### src/rtl/rtm_pkg.sv
// Types and constants shared by the rise time meter modules.
`default_nettype none
package rtm_pkg;

    localparam int DUR_BITS      = 33;
    localparam int APB_DATA_BITS = 32;
    localparam int APB_ADDR_BITS = 3;
    localparam int CFG_IDX_BIT   = 2;

    localparam int LOW_TH_RESET  = -26214;
    localparam int HIGH_TH_RESET = 26214;

    localparam logic CFG_LOW_IDX  = 1'b0;
    localparam logic CFG_HIGH_IDX = 1'b1;

    typedef enum logic [1:0] {
        S_IDLE,
        S_DIV,
        S_WRITE,
        S_FINISH
    } t_rtm_state;

    typedef struct packed {
        logic accept;
        logic div_init;
        logic div_step;
        logic div_sel_hi;
        logic div_write;
        logic finish;
    } t_rtm_cmd;

    typedef struct packed {
        logic lo_div;
        logic hi_div;
        logic waveform_end;
        logic out_busy;
    } t_rtm_status;

endpackage
`default_nettype wire

### src/rtl/rtm_sample_if.sv
// Sample request channel: time stamp, value and end-of-waveform flag.
`default_nettype none
interface rtm_sample_if #(
    parameter int TIME_BITS   = 32,
    parameter int SAMPLE_BITS = 16
);
    logic                          valid;
    logic                          ready;
    logic [TIME_BITS-1:0]          sample_time;
    logic signed [SAMPLE_BITS-1:0] sample_value;
    logic                          waveform_end;

    modport source (output valid, output sample_time, output sample_value,
                    output waveform_end, input ready);
    modport sink   (input valid, input sample_time, input sample_value,
                    input waveform_end, output ready);
endinterface
`default_nettype wire

### src/rtl/rtm_result_if.sv
// Result request channel: rise duration and measurement status.
`default_nettype none
interface rtm_result_if;
    import rtm_pkg::*;

    logic                       valid;
    logic                       ready;
    logic signed [DUR_BITS-1:0] rise_duration;
    logic                       measure_status;

    modport source (output valid, output rise_duration, output measure_status,
                    input ready);
    modport sink   (input valid, input rise_duration, input measure_status,
                    output ready);
endinterface
`default_nettype wire

### src/rtl/rtm_cfg.sv
// APB threshold register file for the rise time meter.
`default_nettype none
module rtm_cfg #(
    parameter int SAMPLE_BITS = 16
) (
    input  logic                                 i_clk,
    input  logic                                 i_rst_n,
    input  logic                                 psel,
    input  logic                                 penable,
    input  logic                                 pwrite,
    input  logic [rtm_pkg::APB_ADDR_BITS-1:0]    paddr,
    input  logic [rtm_pkg::APB_DATA_BITS-1:0]    pwdata,
    output logic [rtm_pkg::APB_DATA_BITS-1:0]    prdata,
    output logic                                 pready,
    output logic signed [SAMPLE_BITS-1:0]        o_low_th,
    output logic signed [SAMPLE_BITS-1:0]        o_high_th
);
    import rtm_pkg::*;

    logic [SAMPLE_BITS-1:0] r_low_th;
    logic [SAMPLE_BITS-1:0] r_high_th;
    logic                   wr_en;
    logic                   reg_idx;

    assign pready  = 1'b1;
    assign wr_en   = psel && penable && pwrite;
    assign reg_idx = paddr[CFG_IDX_BIT];

    always_ff @(posedge i_clk) begin
        if (!i_rst_n) begin
            r_low_th  <= SAMPLE_BITS'(LOW_TH_RESET);
            r_high_th <= SAMPLE_BITS'(HIGH_TH_RESET);
        end else if (wr_en) begin
            case (reg_idx)
                CFG_LOW_IDX:  r_low_th  <= pwdata[SAMPLE_BITS-1:0];
                CFG_HIGH_IDX: r_high_th <= pwdata[SAMPLE_BITS-1:0];
                default: ;
            endcase
        end
    end

    always_comb begin
        case (reg_idx)
            CFG_LOW_IDX:  prdata = APB_DATA_BITS'(r_low_th);
            CFG_HIGH_IDX: prdata = APB_DATA_BITS'(r_high_th);
            default:      prdata = '0;
        endcase
    end

    assign o_low_th  = $signed(r_low_th);
    assign o_high_th = $signed(r_high_th);
endmodule
`default_nettype wire

### src/rtl/rtm_ctrl.sv
// Sequencer for sample intake, serial interpolation and result hand-off.
`default_nettype none
module rtm_ctrl #(
    parameter int TIME_BITS = 32
) (
    input  logic                 i_clk,
    input  logic                 i_rst_n,
    input  logic                 i_valid,
    output logic                 o_ready,
    input  rtm_pkg::t_rtm_status i_status,
    output rtm_pkg::t_rtm_cmd    o_cmd
);
    import rtm_pkg::*;

    localparam int CW = $clog2(TIME_BITS);
    localparam logic [CW-1:0] LAST_STEP = CW'(TIME_BITS - 1);

    t_rtm_state    r_state, n_state;
    logic [CW-1:0] r_cnt, n_cnt;
    logic          r_sel_hi, n_sel_hi;
    logic          r_hi_pend, n_hi_pend;
    logic          r_end, n_end;

    always_ff @(posedge i_clk) begin
        if (!i_rst_n) begin
            r_state   <= S_IDLE;
            r_cnt     <= '0;
            r_sel_hi  <= 1'b0;
            r_hi_pend <= 1'b0;
            r_end     <= 1'b0;
        end else begin
            r_state   <= n_state;
            r_cnt     <= n_cnt;
            r_sel_hi  <= n_sel_hi;
            r_hi_pend <= n_hi_pend;
            r_end     <= n_end;
        end
    end

    always_comb begin
        n_state          = r_state;
        n_cnt            = r_cnt;
        n_sel_hi         = r_sel_hi;
        n_hi_pend        = r_hi_pend;
        n_end            = r_end;
        o_cmd            = '0;
        o_cmd.div_sel_hi = r_sel_hi;
        o_ready          = (r_state == S_IDLE);
        case (r_state)
            S_IDLE: begin
                if (i_valid) begin
                    o_cmd.accept   = 1'b1;
                    o_cmd.div_init = 1'b1;
                    n_cnt          = '0;
                    n_end          = i_status.waveform_end;
                    n_hi_pend      = i_status.lo_div && i_status.hi_div;
                    n_sel_hi       = !i_status.lo_div;
                    if (i_status.lo_div || i_status.hi_div) begin
                        n_state = S_DIV;
                    end else if (i_status.waveform_end) begin
                        n_state = S_FINISH;
                    end
                end
            end
            S_DIV: begin
                o_cmd.div_step = 1'b1;
                n_cnt          = r_cnt + 1'b1;
                if (r_cnt == LAST_STEP) begin
                    n_state = S_WRITE;
                end
            end
            S_WRITE: begin
                o_cmd.div_write = 1'b1;
                if (r_hi_pend) begin
                    o_cmd.div_init = 1'b1;
                    n_hi_pend      = 1'b0;
                    n_sel_hi       = 1'b1;
                    n_cnt          = '0;
                    n_state        = S_DIV;
                end else if (r_end) begin
                    n_state = S_FINISH;
                end else begin
                    n_state = S_IDLE;
                end
            end
            S_FINISH: begin
                if (!i_status.out_busy) begin
                    o_cmd.finish = 1'b1;
                    n_state      = S_IDLE;
                end
            end
            default: n_state = S_IDLE;
        endcase
    end
endmodule
`default_nettype wire

### src/rtl/rtm_dp.sv
// Crossing detect, serial shift-subtract interpolator and result register.
`default_nettype none
module rtm_dp #(
    parameter int SAMPLE_BITS = 16,
    parameter int TIME_BITS   = 32
) (
    input  logic                                i_clk,
    input  logic                                i_rst_n,
    input  rtm_pkg::t_rtm_cmd                   i_cmd,
    output rtm_pkg::t_rtm_status                o_status,
    input  logic signed [SAMPLE_BITS-1:0]       i_low_th,
    input  logic signed [SAMPLE_BITS-1:0]       i_high_th,
    input  logic [TIME_BITS-1:0]                i_sample_time,
    input  logic signed [SAMPLE_BITS-1:0]       i_sample_value,
    input  logic                                i_waveform_end,
    input  logic                                i_out_ready,
    output logic                                o_out_valid,
    output logic signed [rtm_pkg::DUR_BITS-1:0] o_rise_duration,
    output logic                                o_measure_status
);
    import rtm_pkg::*;

    localparam int DW   = SAMPLE_BITS;
    localparam int TB   = TIME_BITS;
    localparam int DIFW = (TIME_BITS > DUR_BITS) ? TIME_BITS : DUR_BITS;

    // waveform state
    logic signed [DW-1:0] r_prev_val;
    logic [TB-1:0]        r_prev_time;
    logic                 r_have_prev;
    logic                 r_lo_crossed;
    logic                 r_hi_crossed;
    logic [TB-1:0]        r_lo_time;
    logic [TB-1:0]        r_hi_time;

    // interpolator
    logic [DW-1:0]        r_num_lo;
    logic [DW-1:0]        r_num_hi;
    logic [DW-1:0]        r_den;
    logic [TB-1:0]        r_dt;
    logic [TB-1:0]        r_dt_sh;
    logic [TB-1:0]        r_base;
    logic [DW-1:0]        r_rem;
    logic [TB-1:0]        r_quo;

    // result register
    logic                       r_out_valid;
    logic signed [DUR_BITS-1:0] r_dur;
    logic                       r_status;

    logic signed [DW:0]   lo_num_w, hi_num_w, den_w;
    logic                 lo_hit, hi_hit, lo_div, hi_div, same_val;
    logic [TB-1:0]        dt_in;
    logic [DW-1:0]        num_sel;
    logic [DW:0]          r1, r3;
    logic                 c1, c2;
    logic [DW-1:0]        r2, r4;
    logic [TB-1:0]        quo_nxt;
    logic [TB-1:0]        cross_time;
    logic [DIFW-1:0]      diff;

    assign lo_num_w = (DW+1)'(i_low_th) - (DW+1)'(r_prev_val);
    assign hi_num_w = (DW+1)'(i_high_th) - (DW+1)'(r_prev_val);
    assign den_w    = (DW+1)'(i_sample_value) - (DW+1)'(r_prev_val);
    assign dt_in    = i_sample_time - r_prev_time;
    assign same_val = (i_sample_value == r_prev_val);

    assign lo_hit = r_have_prev && !r_lo_crossed
                    && (r_prev_val <= i_low_th) && (i_sample_value >= i_low_th);
    assign hi_hit = r_have_prev && !r_hi_crossed
                    && (r_prev_val <= i_high_th) && (i_sample_value >= i_high_th);
    assign lo_div = lo_hit && !same_val;
    assign hi_div = hi_hit && !same_val;

    assign o_status.lo_div       = lo_div;
    assign o_status.hi_div       = hi_div;
    assign o_status.waveform_end = i_waveform_end;
    assign o_status.out_busy     = r_out_valid && !i_out_ready;

    // one quotient bit of floor(num * dt / den) per step
    assign num_sel = i_cmd.div_sel_hi ? r_num_hi : r_num_lo;
    assign r1      = {r_rem, 1'b0};
    assign c1      = (r1 >= {1'b0, r_den});
    assign r2      = c1 ? DW'(r1 - {1'b0, r_den}) : DW'(r1);
    assign r3      = {1'b0, r2} + (r_dt_sh[TB-1] ? {1'b0, num_sel} : '0);
    assign c2      = (r3 >= {1'b0, r_den});
    assign r4      = c2 ? DW'(r3 - {1'b0, r_den}) : DW'(r3);
    assign quo_nxt = {r_quo[TB-2:0], 1'b0} + TB'(c1) + TB'(c2);

    assign cross_time = r_base + r_quo;
    assign diff       = DIFW'(r_hi_time) - DIFW'(r_lo_time);

    always_ff @(posedge i_clk) begin
        if (!i_rst_n) begin
            r_have_prev  <= 1'b0;
            r_lo_crossed <= 1'b0;
            r_hi_crossed <= 1'b0;
            r_out_valid  <= 1'b0;
        end else begin
            if (i_cmd.accept) begin
                r_have_prev <= 1'b1;
                if (lo_hit) begin
                    r_lo_crossed <= 1'b1;
                end
                if (hi_hit) begin
                    r_hi_crossed <= 1'b1;
                end
            end
            if (i_cmd.finish) begin
                r_have_prev  <= 1'b0;
                r_lo_crossed <= 1'b0;
                r_hi_crossed <= 1'b0;
                r_out_valid  <= 1'b1;
            end else if (i_out_ready) begin
                r_out_valid <= 1'b0;
            end
        end
    end

    always_ff @(posedge i_clk) begin
        if (i_cmd.accept) begin
            r_prev_val  <= i_sample_value;
            r_prev_time <= i_sample_time;
            r_base      <= r_prev_time;
            r_num_lo    <= DW'(lo_num_w);
            r_num_hi    <= DW'(hi_num_w);
            r_den       <= DW'(den_w);
            r_dt        <= dt_in;
            if (lo_hit && same_val) begin
                r_lo_time <= r_prev_time;
            end
            if (hi_hit && same_val) begin
                r_hi_time <= r_prev_time;
            end
        end
        if (i_cmd.div_init) begin
            r_rem   <= '0;
            r_quo   <= '0;
            r_dt_sh <= i_cmd.accept ? dt_in : r_dt;
        end else if (i_cmd.div_step) begin
            r_rem   <= r4;
            r_quo   <= quo_nxt;
            r_dt_sh <= {r_dt_sh[TB-2:0], 1'b0};
        end
        if (i_cmd.div_write) begin
            if (i_cmd.div_sel_hi) begin
                r_hi_time <= cross_time;
            end else begin
                r_lo_time <= cross_time;
            end
        end
        if (i_cmd.finish) begin
            if (r_lo_crossed && r_hi_crossed) begin
                r_dur    <= $signed(diff[DUR_BITS-1:0]);
                r_status <= 1'b0;
            end else begin
                r_dur    <= '0;
                r_status <= 1'b1;
            end
        end
    end

    assign o_out_valid      = r_out_valid;
    assign o_rise_duration  = r_dur;
    assign o_measure_status = r_status;
endmodule
`default_nettype wire

### src/rtl/waveform_rise_time_meter.sv
// Top level of the waveform rise time meter.
// Takes one sample per cycle while no crossing needs interpolating. A sample that
// makes a first upward crossing between two unequal values holds the input while
// each crossed threshold is interpolated in turn, low first and then high, by the
// single serial shift-subtract interpolator, which yields one quotient bit a cycle.
// The end-of-waveform sample then moves to the finish state, which loads the result
// register once no earlier result is left waiting. The user must write thresholds
// over APB (0x0 low, 0x4 high) only while the block is idle; it does not enforce this.
`default_nettype none
module waveform_rise_time_meter #(
    parameter int SAMPLE_BITS = 16,
    parameter int TIME_BITS   = 32
) (
    input  logic                              i_clk,
    input  logic                              i_rst_n,
    rtm_sample_if.sink                        i_sample,
    rtm_result_if.source                      o_result,
    input  logic                              psel,
    input  logic                              penable,
    input  logic                              pwrite,
    input  logic [rtm_pkg::APB_ADDR_BITS-1:0] paddr,
    input  logic [rtm_pkg::APB_DATA_BITS-1:0] pwdata,
    output logic [rtm_pkg::APB_DATA_BITS-1:0] prdata,
    output logic                              pready
);
    import rtm_pkg::*;

    t_rtm_cmd                      cmd;
    t_rtm_status                   status;
    logic signed [SAMPLE_BITS-1:0] low_th;
    logic signed [SAMPLE_BITS-1:0] high_th;

    rtm_cfg #(
        .SAMPLE_BITS (SAMPLE_BITS)
    ) u_cfg (
        .i_clk     (i_clk),
        .i_rst_n   (i_rst_n),
        .psel      (psel),
        .penable   (penable),
        .pwrite    (pwrite),
        .paddr     (paddr),
        .pwdata    (pwdata),
        .prdata    (prdata),
        .pready    (pready),
        .o_low_th  (low_th),
        .o_high_th (high_th)
    );

    rtm_ctrl #(
        .TIME_BITS (TIME_BITS)
    ) u_ctrl (
        .i_clk    (i_clk),
        .i_rst_n  (i_rst_n),
        .i_valid  (i_sample.valid),
        .o_ready  (i_sample.ready),
        .i_status (status),
        .o_cmd    (cmd)
    );

    rtm_dp #(
        .SAMPLE_BITS (SAMPLE_BITS),
        .TIME_BITS   (TIME_BITS)
    ) u_dp (
        .i_clk            (i_clk),
        .i_rst_n          (i_rst_n),
        .i_cmd            (cmd),
        .o_status         (status),
        .i_low_th         (low_th),
        .i_high_th        (high_th),
        .i_sample_time    (i_sample.sample_time),
        .i_sample_value   (i_sample.sample_value),
        .i_waveform_end   (i_sample.waveform_end),
        .i_out_ready      (o_result.ready),
        .o_out_valid      (o_result.valid),
        .o_rise_duration  (o_result.rise_duration),
        .o_measure_status (o_result.measure_status)
    );
endmodule
`default_nettype wire

### src/flat_wrapper.sv
// flat-port wrapper written by rule: the top's interface ports become plain ports
module waveform_rise_time_meter_flat import rtm_pkg::*;
#(
    parameter int SAMPLE_BITS = 16,
    parameter int TIME_BITS   = 32
)
  (i_clk, i_rst_n, psel, penable, pwrite, paddr, pwdata, prdata, pready, i_sample_valid, i_sample_sample_time, i_sample_sample_value, i_sample_waveform_end, i_sample_ready, o_result_valid, o_result_rise_duration, o_result_measure_status, o_result_ready);
  rtm_sample_if #(.TIME_BITS(TIME_BITS), .SAMPLE_BITS(SAMPLE_BITS)) i_sample_i ();
  rtm_result_if o_result_i ();
  input  logic i_clk;
  input  logic i_rst_n;
  input  logic psel;
  input  logic penable;
  input  logic pwrite;
  input  logic [rtm_pkg::APB_ADDR_BITS-1:0] paddr;
  input  logic [rtm_pkg::APB_DATA_BITS-1:0] pwdata;
  output logic [rtm_pkg::APB_DATA_BITS-1:0] prdata;
  output logic pready;
  input wire logic [$bits(i_sample_i.valid)-1:0] i_sample_valid;
  input wire logic [$bits(i_sample_i.sample_time)-1:0] i_sample_sample_time;
  input wire logic [$bits(i_sample_i.sample_value)-1:0] i_sample_sample_value;
  input wire logic [$bits(i_sample_i.waveform_end)-1:0] i_sample_waveform_end;
  output wire logic [$bits(i_sample_i.ready)-1:0] i_sample_ready;
  output wire logic [$bits(o_result_i.valid)-1:0] o_result_valid;
  output wire logic [$bits(o_result_i.rise_duration)-1:0] o_result_rise_duration;
  output wire logic [$bits(o_result_i.measure_status)-1:0] o_result_measure_status;
  input wire logic [$bits(o_result_i.ready)-1:0] o_result_ready;
  assign i_sample_i.valid = i_sample_valid;
  assign i_sample_i.sample_time = i_sample_sample_time;
  assign i_sample_i.sample_value = i_sample_sample_value;
  assign i_sample_i.waveform_end = i_sample_waveform_end;
  assign i_sample_ready = i_sample_i.ready;
  assign o_result_valid = o_result_i.valid;
  assign o_result_rise_duration = o_result_i.rise_duration;
  assign o_result_measure_status = o_result_i.measure_status;
  assign o_result_i.ready = o_result_ready;
  waveform_rise_time_meter #(.SAMPLE_BITS(SAMPLE_BITS), .TIME_BITS(TIME_BITS)) u_core (.i_clk(i_clk), .i_rst_n(i_rst_n), .i_sample(i_sample_i), .o_result(o_result_i), .psel(psel), .penable(penable), .pwrite(pwrite), .paddr(paddr), .pwdata(pwdata), .prdata(prdata), .pready(pready));
endmodule
### config.mk
export PLATFORM = sky130hd
export DESIGN_NAME = waveform_rise_time_meter_flat
export DESIGN_NICKNAME = d
export VERILOG_FILES = /design/src/rtl/rtm_pkg.sv /design/src/rtl/rtm_sample_if.sv /design/src/rtl/rtm_result_if.sv /design/src/rtl/rtm_cfg.sv /design/src/rtl/rtm_ctrl.sv /design/src/rtl/rtm_dp.sv /design/src/rtl/waveform_rise_time_meter.sv /design/src/flat_wrapper.sv
export SDC_FILE = /design/constraint.sdc
export NUM_CORES = 1
export LEC_CHECK = 0
export ABC_AREA = 1
export ABC_CLOCK_PERIOD_IN_PS = 6700
export BUFFER_PORTS_ARGS = -buffer_cell sky130_fd_sc_hd__buf_2
export CAP_MARGIN = 5
export CORE_ASPECT_RATIO = 1.75
export CORE_UTILIZATION = 50
export DETAILED_ROUTE_END_ITERATION = 8
export HOLD_SLACK_MARGIN = 0.12
export PLACE_DENSITY = 0.7
export SETUP_SLACK_MARGIN = 0.05
export SYNTH_ARGS = -nofsm -noshare
export SYNTH_HDL_FRONTEND = slang
export SYNTH_SLANG_ARGS = --single-unit
### constraint.sdc
create_clock -name i_clk -period 6.7 [get_ports i_clk]
set_input_delay 1.675 -clock i_clk [delete_from_list [all_inputs] [get_ports i_clk]]
set_output_delay 1.675 -clock i_clk [all_outputs]
set_load 0.01 [all_outputs]
==> out/qor.csv <==
stage,metric,value,unit
final_layout,syn2layout_area_growth,17.4,%
sta,tightest_slew,1.07,ns
power_and_ir_drop,p_leak,14.3,nW
power_and_ir_drop,p_seq_frac,0.223,
clock_network,cts_sinks,384,
clock_network,clk_pin_slew,0.07,ns
synth,synthArstFlopShare,0,
sta,finalCritPeriodShare,0.965,
grt,grt_first_pass_wirelength,125,mm
power_and_ir_drop,power.internal,8.92,mW
critical_path,cp_slowest_cell,a311oi_2,
sta,finalClockSkew,0.0196,ns
placement,gp_congestion,1.04,
power_and_ir_drop,powerDensity,548,mW/mm^2
synth,yosysMostFrequentCell,nand2_1,
grt,antenna_found_initial,8,
drt,vias_per_cell,5.43,
synth,synth_cells,3383,
grt,overflow,0,
synth,avgSynthCellArea,7.61,sq um
power_and_ir_drop,swShare,0.462,
synth,netlist.area_leader.share,0.226,
placement,hpwlAfterDp,66.1,mm
die,pin_count,160,
die,die_h,302,um
die,dieArea,0.0524,sq mm
clock_network,numCtsBuffers,38,
critical_path,cpPeakStageDelay,0.40,ns
drt,routed_wl,83.6,mm
synth,ys_warn_count,0,
clock_network,cts_root_buf,clkbuf_16,
die,core_area,0.0507,sq mm
drt,vias,23741,
power_and_ir_drop,power_frac_comb,0.647,
clock_network,cts_buffer_depth,3,
drt,antenna_left,0,
final_layout,final_nets,3996,
clock_network,cts_tree,built,
placement,dp_cells,4268,
placement,io_buffers,124,
critical_path,crit_arrival,6.95,ns
critical_path,crit_path_max_fanout,5,
critical_path,cp.required,7.19,ns
final_layout,final_layout_size_suffix_gt1_frac,0.144,
synth,ys.flop_type,edfxtp_1,
grt,grt_usage,0.313,
hold_path,hold_path.class,reg -> reg,
critical_path,crit_path_end_kind,flop,
outcome,outcome,"complete, no violations",
drt,drt-pass1-iter-count,6,
critical_path,crit_type,reg -> reg,
sta,relSlewSlack,0.287,
synth,yosys.area.top_type,edfxtp_1,
power_and_ir_drop,p_clk_frac,0.130,
synth,yosysSeqAreaShare,0.374,
drt,drc,0,
clock_network,cts_hold_buffers,0,
sta,setup_viol,0,
synth,netlist_area,0.0257,sq mm
clock_network,cts_htree_levels,2,
grt,grt_max_degree,75,
sta,timing.final.crit_period,6.47,ns
grt,first_global_vias,23906,
die,start_util,0.508,
sta,max_freq,155,MHz
clock_network,clock_latency,0.57,ns
critical_path,start_kind,flop,
power_and_ir_drop,ir_drop,0.473,mV
synth,ys_types,61,
die,die_w,174,um
power_and_ir_drop,netSwitchingPower,7.65,mW
drt,drtIter0Drc,1377,
sta,final_hold_viol_count,0,
job,maxCapViolCount,0,
final_layout,fin_cells,4374,
sta,finalHoldWorstSlack,0.434,ns
synth,ys_ff_latch,384,
synth,ys_top_cells_by_area,"edfxtp_1 (23%), dfxtp_1 (15%), nand2_1 (12%), ha_1 (11%), inv_1 (6.7%)",
sta,drv_slew,0,
drt,wl_per_cell,19.1,um
synth,synth_common_cells,"nand2_1 (811), inv_1 (460), a21oi_1 (259)",
placement,pre_cts_ws,-0.476,ns
synth,synth-edff-count,194,
die,row_count,109,
sta,timing.final.ws_setup,0.232,ns
[worst max-delay path, delay by kind of cell, from the launching register on]
| family | cells | cell delay [ns] |
|---|---|---|
| and+or+nand+nor | 17 | 2.36 |
| xor gates and xnor gates | 2 | 0.26 |
| buffers and inverters | 11 | 1.26 |
| adders and majority gates | 5 | 1.22 |
| AOI/OAI and AO/OA | 5 | 0.92 |
| DFF | 1 | 0.36 |
[placed cells by master (no fill, tap or decap), drive strengths merged, types with 18 or more instances in the layout]
master	netlist	final
a31oi	33	33
a21o	18	18
xnor2	51	51
nor3	38	38
dfxtp	190	190
o21ai	284	284
nor2	247	247
nand2	820	820
buf	47	318
xor2	85	85
clkbuf	42	57
nand4	37	37
nand3	188	188
o21bai	24	24
inv	466	468
edfxtp	194	194
a21oi	263	263
ha	227	227
[per-layer routing]
| layer | vias up | GRT usage | wire length, um |
|---|---|---|---|
| met3 | 349 | 0.0329 | 2740 |
| met5 | - | 0 | 0 |
| met2 | 738 | 0.621 | 45400 |
| met1 | 10823 | 0.261 | 26500 |
| li1 | 11831 | - | - |
| met4 | 0 | 0.309 | 8980 |
[final timing paths]
path / cells after the start / startpoint / slack [ns] / to
min reg2reg: 0 / u_core.u_dp.r_prev_time[13]$_DFFE_PP_ / 0.43 / u_core.u_dp.r_base[13]$_DFFE_PP_
max: 40 / u_core.u_dp.r_den[3]$_DFFE_PP_ / 0.23 / u_core.u_dp.r_quo[24]$_SDFFE_PP0P_
min: 0 / u_core.u_dp.r_prev_time[13]$_DFFE_PP_ / 0.43 / u_core.u_dp.r_base[13]$_DFFE_PP_
max reg2reg: 40 / u_core.u_dp.r_den[3]$_DFFE_PP_ / 0.23 / u_core.u_dp.r_quo[24]$_SDFFE_PP0P_
[repair_timing]
item	4_1_cts	5_1_grt
setup endpoints to repair	17	17
resized for setup	73	93
setup buffers	11	15
cloned	0	2
pin swaps	34	62
hold endpoints to repair	0	0
[registers in the layout, summed over array words and instances, names as in the netlist, 32 cells and up]
register	count
u_core.u_dp.r_hi_time	32
u_core.u_dp.o_rise_duration	33
u_core.u_dp.r_dt	32
u_core.u_dp.r_quo	32
u_core.u_dp.r_lo_time	32
u_core.u_dp.r_dt_sh	32
u_core.u_dp.r_base	32
u_core.u_dp.r_prev_time	32
[power groups by stage]
stage,sequential (mW),combinational [mW],clock [mW]
6_report,3.69,10.7,2.15
4_1_cts,3.69,9.83,2.17
2_1_floorplan,3.67,5.93,0
5_1_grt,3.76,11.7,2.27
3_3_place_gp,3.70,9.30,0
3_5_place_dp,3.73,9.41,0
[metrics by stage]
step	utilization	power [mW]	TNS [ns]	area, sq um
after global routing	0.596	17.8	-0.311	30200
after global placement	0.553	13.0	-2.57	28100
after floorplan	-	9.60	0	25800
final	0.596	16.6	0	30200
after CTS	0.585	15.7	0	29700
after detailed placement	0.553	13.1	-4.36	28100
[logic make-up (layout without fill, tap and decap cells)]
| kind of cell | count (synthesis) | after routing | synth area share |
|---|---|---|---|
| other cells | 2 | 26 | 0.000292 |
| fa+ha+maj | 236 | 236 | 0.117 |
| xor+xnor | 136 | 136 | 0.0463 |
| flops | 384 | 384 | 0.374 |
| simple gates | 1367 | 1367 | 0.224 |
| buf+inv | 557 | 858 | 0.0870 |
| compound gates | 701 | 701 | 0.151 |
[layout make-up]
cell class / count / area, sq um
clock buffer: 56 / 1130
clock inverter: 14 / 87.6
timing repair buffer: 319 / 2160
fill: 4735 / 20500
multi-input combinational: 2457 / 14600
timing repair inverter: 1 / 8.76
inverter: 468 / 1770
tap: 666 / 833
antenna: 9 / 22.5
sequential: 384 / 9630
Power figures use the tool's default switching activity.
